**src/design/rgba_pkg.sv**
```systemverilog
// ----------------------------------------------------------------------------
// rgba_pkg
// shared types and constants for the rgba8 pixel store with source-over blend
// ----------------------------------------------------------------------------
package rgba_pkg;

  localparam int MaxWidthDef  = 256;
  localparam int MaxHeightDef = 256;
  localparam int CfgW         = 9;
  localparam int PosW         = 16;
  localparam int ChW          = 8;
  localparam int PixW         = 32;
  localparam int QDepth       = 2;

  typedef enum logic [1:0] {
    FN_LOAD  = 2'd0,
    FN_STORE = 2'd1,
    FN_BLEND = 2'd2,
    FN_CLEAR = 2'd3
  } func_t;

  localparam logic CFG_WIDTH  = 1'b0;
  localparam logic CFG_HEIGHT = 1'b1;

  // classified command handed from front to back
  typedef struct packed {
    func_t             func;
    logic              hit;
    logic [PosW-1:0]   xi;
    logic [PosW-1:0]   yi;
    logic [PixW-1:0]   src;
  } cmd_t;

endpackage

```
**src/design/rgba_front.sv**
```systemverilog
// ----------------------------------------------------------------------------
// rgba_front
// accepts commands, checks the coordinate range and queues them
// ----------------------------------------------------------------------------
module rgba_front #(
  parameter int MAX_WIDTH  = rgba_pkg::MaxWidthDef,
  parameter int MAX_HEIGHT = rgba_pkg::MaxHeightDef
) (
  input  logic                       clk,
  input  logic                       rst_n,
  input  logic                       start,
  output logic                       busy,
  input  logic [1:0]                 in_func,
  input  logic signed [15:0]         in_pos_x,
  input  logic signed [15:0]         in_pos_y,
  input  logic [7:0]                 in_src_red,
  input  logic [7:0]                 in_src_green,
  input  logic [7:0]                 in_src_blue,
  input  logic [7:0]                 in_src_alpha,
  input  logic [rgba_pkg::CfgW-1:0]  eff_w,
  input  logic [rgba_pkg::CfgW-1:0]  eff_h,
  output logic                       q_valid,
  output rgba_pkg::cmd_t             q_cmd,
  input  logic                       q_pop
);

  rgba_pkg::cmd_t q_r [rgba_pkg::QDepth];
  logic           rd_r, rd_nxt, wr_r, wr_nxt;
  logic [1:0]     cnt_r, cnt_nxt;
  logic           push;
  logic           hit;
  rgba_pkg::cmd_t cmd;

  assign busy = (cnt_r == 2'(rgba_pkg::QDepth));
  assign push = start && !busy;

  always_comb begin
    hit = !in_pos_x[15] && !in_pos_y[15] &&
          (17'(unsigned'(in_pos_x)) < 17'(eff_w)) &&
          (17'(unsigned'(in_pos_y)) < 17'(eff_h));
    cmd.func   = rgba_pkg::func_t'(in_func);
    cmd.hit    = hit;
    cmd.xi     = in_pos_x;
    cmd.yi     = in_pos_y;
    cmd.src    = {in_src_alpha, in_src_blue, in_src_green, in_src_red};
  end

  assign q_valid = (cnt_r != 2'd0);
  assign q_cmd   = q_r[rd_r];

  always_comb begin
    rd_nxt  = q_pop ? !rd_r : rd_r;
    wr_nxt  = push ? !wr_r : wr_r;
    cnt_nxt = cnt_r + 2'(push) - 2'(q_pop);
  end

  always_ff @(posedge clk) begin
    if (!rst_n) begin
      rd_r  <= 1'b0;
      wr_r  <= 1'b0;
      cnt_r <= 2'd0;
    end else begin
      rd_r  <= rd_nxt;
      wr_r  <= wr_nxt;
      cnt_r <= cnt_nxt;
    end
  end

  always_ff @(posedge clk) begin
    if (push) begin
      q_r[wr_r] <= cmd;
    end
  end

`ifndef SYNTHESIS
  a_no_overflow: assert property (@(posedge clk) disable iff (!rst_n)
    cnt_r <= 2'(rgba_pkg::QDepth)) else $error("queue overflow");
  a_no_underflow: assert property (@(posedge clk) disable iff (!rst_n)
    q_pop |-> q_valid) else $error("pop of empty queue");
  a_full_busy: assert property (@(posedge clk) disable iff (!rst_n)
    (cnt_r == 2'(rgba_pkg::QDepth)) |-> busy) else $error("full but not busy");
`endif

endmodule

```
**config.mk**
```make
export PLATFORM = sky130hd
export DESIGN_NAME = rgba_front
export DESIGN_NICKNAME = d
export VERILOG_FILES = /design/src/design/rgba_pkg.sv /design/src/design/rgba_front.sv
export SDC_FILE = /design/constraint.sdc
export NUM_CORES = 1
export LEC_CHECK = 0
export BUFFER_PORTS_ARGS = -buffer_cell sky130_fd_sc_hd__buf_2
export CAP_MARGIN = 20
export CORE_ASPECT_RATIO = 0.6
export CORE_MARGIN = 5
export CORE_UTILIZATION = 55
export DETAILED_ROUTE_END_ITERATION = 10
export PLACE_DENSITY = 0.85
export SYNTH_ARGS = -nofsm -noshare
export SYNTH_HDL_FRONTEND = slang
export SYNTH_SLANG_ARGS = --single-unit
export TNS_END_PERCENT = 50
```
**constraint.sdc**
```tcl
create_clock -name clk -period 12 [get_ports clk]
set_input_delay 0.6 -clock clk [delete_from_list [all_inputs] [get_ports clk]]
set_output_delay 0.6 -clock clk [all_outputs]
set_load 0.01 [all_outputs]
```
## Yosys cells after proc, flatten, opt, wreduce, memory -nomap -nowiden

Memory sizes are Yosys's and may differ from the RTL's. A register that Yosys moved wholly into a read port is not among the register bits.
Cells that the tools add are included.

| word-level totals | value |
|---|---|
| bits in registers | 4 |
| bits in latches | 0 |
| RAM bits | 134 |
| ROM bits | 0 |
| input bits | 88 |
| output and inout port bits | 69 |
| word-level logic and storage cells | 23 |
| memories | 1 |

| cells by class | value |
|---|---|
| add/subtract/negate cells | 2 |
| multiply operators | 0 |
| divide/modulo/power cells | 0 |
| magnitude comparators | 2 |
| equality and inequality tests | 1 |
| shifts and indexed selects | 0 |
| mux-type cells | 4 |
| bitwise logic cells | 0 |
| reduce and logical (&&, ||, !) cells | 10 |

Memory list:

| memory | words | bits a word | rd ports | clocked after memory_dff | write ports | RTL line | text |
|---|---|---|---|---|---|---|---|
| q_r | 2 | 67 | 1 | 1 | 1 | rgba_front.sv:27 | `rgba_pkg::cmd_t q_r [rgba_pkg::QDepth];` |

Operators with widths:

| operator | count |
|---|---|
| $lt A16 B9 Y1 | 2 |
| $logic_not A1 Y1 | 5 |
| $logic_and A1 B1 Y1 | 4 |
| $mux W1 | 4 |
| $add A2 B1 Y2 | 1 |
| $eq A2 B2 Y1 const B | 1 |
| $reduce_bool A2 Y1 | 1 |
| $sub A2 B1 Y2 | 1 |

## Logic depth before layout (Yosys ltp)

| depth | value |
|---|---|
| depth in word-level cells | 5 |
| depth in mapped cells | 8 |
| gate-level depth less buffers | 8 |

## Worst setup path after synthesis

No wires, ideal clock.

| timing | value |
|---|---|
| path kind | input to register |
| from | input port start |
| to | memory q_r[0][0] (netlist bit), enable pin |
| setup time | 0.494 ns |
| arrival | 3.501 ns |
| required time | 11.506 ns |
| setup slack | 8.005 ns |
| stages on the path | 2 |
| buffers on the path | 0 |
| cells stage by stage | nand2_1 nor2_1 |

| on the way | value |
|---|---|
| longest elaborated chain between the ends | 3 |

Ends and longest elaborated chain:

| what | RTL line | text |
|---|---|---|
| start: declaration | rgba_front.sv:11 | `input logic start,` |
| $logic_and A1 B1 Y1 | rgba_front.sv:35 | `assign push = start && !busy;` |
| $mux W1 | rgba_front.sv:70 | `if (push) begin` |
| $mux W1 (implied by the code) | rgba_front.sv:71 | `q_r[wr_r] <= cmd;` |
| end: declaration | rgba_front.sv:27 |  |

Every way passes these cells.

==> Flow_metrics.wiki <==
{| class="wikitable"
! Metric !! Value
|-
| Outcome || finished, final reports clean
|-
| First-pass GRT wire length || roughly 18000 um
|-
| Power per cell area || between 150 and 200 nW/um2
|-
| Slowest cell on crit path || sky130_fd_sc_hd__dfxtp_2
|-
| Type of the worst setup path || flip-flop to output port
|-
| DRC errors left || 0
|-
| Total of flip-flops plus latches after synthesis || roughly 140
|-
| Placement row count || 28
|-
| Floorplan die height || 87.3 um
|-
| Fin Clk Skew || between 0.006 and 0.007 ns
|-
| Proportion of synthesized chip area in sequential cells || 75.4%
|-
| Number of buffers and inverters on the critical path || 2
|-
| Post-CTS Resized || 0
|-
| Final Hold Viols || 0
|-
| Number of enable-type register cells in the synthesized netlist || approximately 130
|-
| Clock latency on the worst-skew pair || a little over 0.4 ns
|-
| Sink Count || about 140
|-
| Post-synth top flop || sky130_fd_sc_hd__edfxtp_1
|-
| Gr ovfl total || 0
|-
| Area Growth Syn to Fin || 29.2%
|-
| Wire length per cell after detailed routing || 18.5 um
|-
| Total leakage power || 2.81 nW
|-
| Antenna viol nets, final || 0
|-
| Top Family by Delay on Critical Path || flip-flops
|-
| Vias in the first global route || around 3400
|-
| Largest net degree at the start of global routing || 69
|-
| Count of H-tree levels built during CTS || 4
|-
| Post-layout nets || 570
|-
| Total via count after detailed routing || between 3000 and 4000
|-
| Die boundary width || roughly 140 um
|-
| Post-Syn Nets || ~400
|-
| Detailed-route wire length || roughly 11000 um
|-
| Warning count from the yosys run || 0
|-
| Die area || ~12000 um2
|-
| Number of vias per cell after detailed routing || slightly above 5
|-
| Number of antenna violations at the first check in global routing || 2
|-
| Initial Utilization || between 50% and 60%
|-
| Synthesized instance count || about 300
|-
| Final min period || a little under 3 ns
|-
| Pre-antenna DRT Iters || 5
|-
| Data required time of the worst path || roughly 11 ns
|-
| Crit path max fanout || 36
|-
| Number of ports placed on the die boundary || about 160
|-
| Max-cap viol count || 0
|-
| Unrepaired setup endpoints after global routing || no
|-
| Final Setup Violations || 0
|-
| Rel. slew slack || a little under two fifths
|-
| Drt first-iter violations || about 130
|-
| Mean Syn Cell Area || between 15 and 20 um2
|-
| Layout cells sized above 1 || 54.9%
|-
| Share of synthesized registers carrying an async set or reset || 0%
|-
| Number of inserted diodes || 0
|-
| Clock buffers created by TritonCTS || 17
|-
| Placed wire-length estimate || roughly 7500 um
|-
| Endpoint type of the worst setup path || output port
|-
| Area used by multi-input combinational logic || roughly 1300 um2
|-
| TritonCTS clock tree || built
|-
| Clock transition at the registers of the reported paths || 0.06 ns
|-
| Sequential cell area || slightly above 4000 um2
|-
| Summed instance area of the synthesized netlist || between 5000 and 6000 um2
|-
| Distinct cell type count of the synthesized netlist || 30
|-
| Data arrival time of the worst path || 2.36 ns
|-
| Highest ir drop seen on vdd || approximately 150 uV
|-
| Combined global-route utilization of all metal layers || a little under 20%
|-
| Area of the core || around 10000 um2
|-
| Core utilization of the finished layout || 72.3%
|-
| Number of setup buffers added after CTS || 0
|-
| Master cell of the clock root buffer || sky130_fd_sc_hd__clkbuf_16
|-
| Final-report max-slew violation count || 0
|-
| Largest incremental delay on the critical path || roughly 0.82 ns
|-
| Sort of element at the start of the critical path || flip-flop
|-
| Routability cong. || about 0.76
|-
| Setup tns final || 0 ns
|-
| Max clock buf depth || 2
|-
| Filler Cell Count || about 650
|-
| Total of hold buffers inserted after clock tree synthesis || 0
|-
| Port-buffer cells || 156
|-
| Transition time of the tightest slew-check pin || 0.930 ns
|-
| Fmax achieved || about 0.34 GHz
|-
| Post-route clock period utilization || approximately a quarter
|-
| Path class of the lowest-slack min-delay path || input pin to flip-flop
|-
| Cell-by-cell listing of the critical path || buf_4 > mux2_2 > buf_2
|}
[synthesized netlist by cell type (3+ instances only)]
library cell	instances	share of area [%]
sky130_fd_sc_hd__buf_2	4	0.37
sky130_fd_sc_hd__o21ai_0	3	0.27
sky130_fd_sc_hd__edfxtp_1	134	74
sky130_fd_sc_hd__and2_1	5	0.57
sky130_fd_sc_hd__dfxtp_1	5	1.8
sky130_fd_sc_hd__nand2_1	5	0.34
sky130_fd_sc_hd__nand2b_1	3	0.34
sky130_fd_sc_hd__mux2_2	67	14
sky130_fd_sc_hd__inv_1	18	1.2
sky130_fd_sc_hd__a21oi_1	5	0.46
sky130_fd_sc_hd__ha_1	18	4.1
sky130_fd_sc_hd__nand3_1	3	0.27
[registers in the layout, indices dropped and copies added (netlist names), named ones only]
signal and flops:
cnt_r 2, wr_r 1, q_r 134, rd_r 1
[stage by stage]
step	std cells	power (mW)	worst slack, ns	cell area (um2)	hold WS [ns]
floorplan	293	0.757	8.01	5470	0.542
global route	612	1.46	8.92	7070	0.365
global placement	580	0.838	9.47	6420	0.570
CTS	612	1.42	9.01	7070	0.367
finish	612	1.40	9.04	7070	0.382
detailed placement	580	0.847	9.46	6420	0.569
[layer usage]
layer / vias to the layer above / track usage (%) / routed length [um]
li1: 1473 / - / -
met5: - / 0 / 16
met2: 117 / 31.7 / 5450
met4: 4 / 5.60 / 117
met1: 1531 / 24.2 / 4850
met3: 13 / 7.95 / 908
[power breakdown]
| part | total (mW) | leakage (nW) | switching [mW] | internal (mW) |
|---|---|---|---|---|
| combinational | 0.206 | 1.21 | 0.115 | 0.0912 |
| clock | 0.567 | 0.305 | 0.198 | 0.369 |
| sequential | 0.630 | 1.29 | 0.0201 | 0.610 |
| total | 1.40 | 2.81 | 0.333 | 1.07 |
[cells in the final DEF (no fill, tap or decap), drive strengths merged, types with 3 or more instances in the layout]
cell,Yosys,final
buf,6,159
edfxtp,134,134
mux2,67,67
inv,18,21
ha,18,18
clkbuf,1,17
nand2,5,5
a21oi,5,5
and2,5,5
bufinv,0,5
dfxtp,5,5
clkinv,0,4
nand2b,3,3
nand3,3,3
o21ai,3,3
clkinvlp,0,3
[final timing paths]
check	from	endpoint	slack, ns	depth (start not counted)
max	flip-flop	q_cmd[9]	9.04	3
min	in_src_alpha[7]	q_r[0][31]	0.38	1
max reg2reg	cnt_r[0]	q_r[0][50]	10.12	4
min reg2reg	rd_r	flip-flop	0.58	2
[kinds of logic (layout without fill, tap and decap cells)]
family | count (synthesis) | in the layout | synth area share (%)
buffers and inverters | 25 | 209 | 1.81
and+or+nand+nor | 26 | 26 | 2.74
DFF | 139 | 139 | 75.4
muxes | 67 | 67 | 13.8
AOI/OAI and AO/OA | 15 | 15 | 1.71
xor gates and xnor gates | 3 | 3 | 0.480
adders and majority gates | 18 | 18 | 4.12
[final cells by class]
cell class | count | area share [%]
Inverter | 18 | 0.956
Clock buffer | 17 | 6.02
Clock inverter | 15 | 3.12
Multi-Input combinational cell | 129 | 17.8
Tap cell | 135 | 2.39
Timing Repair Buffer | 159 | 11.4
Sequential cell | 139 | 58.4
Power figures use the tool's default switching activity.
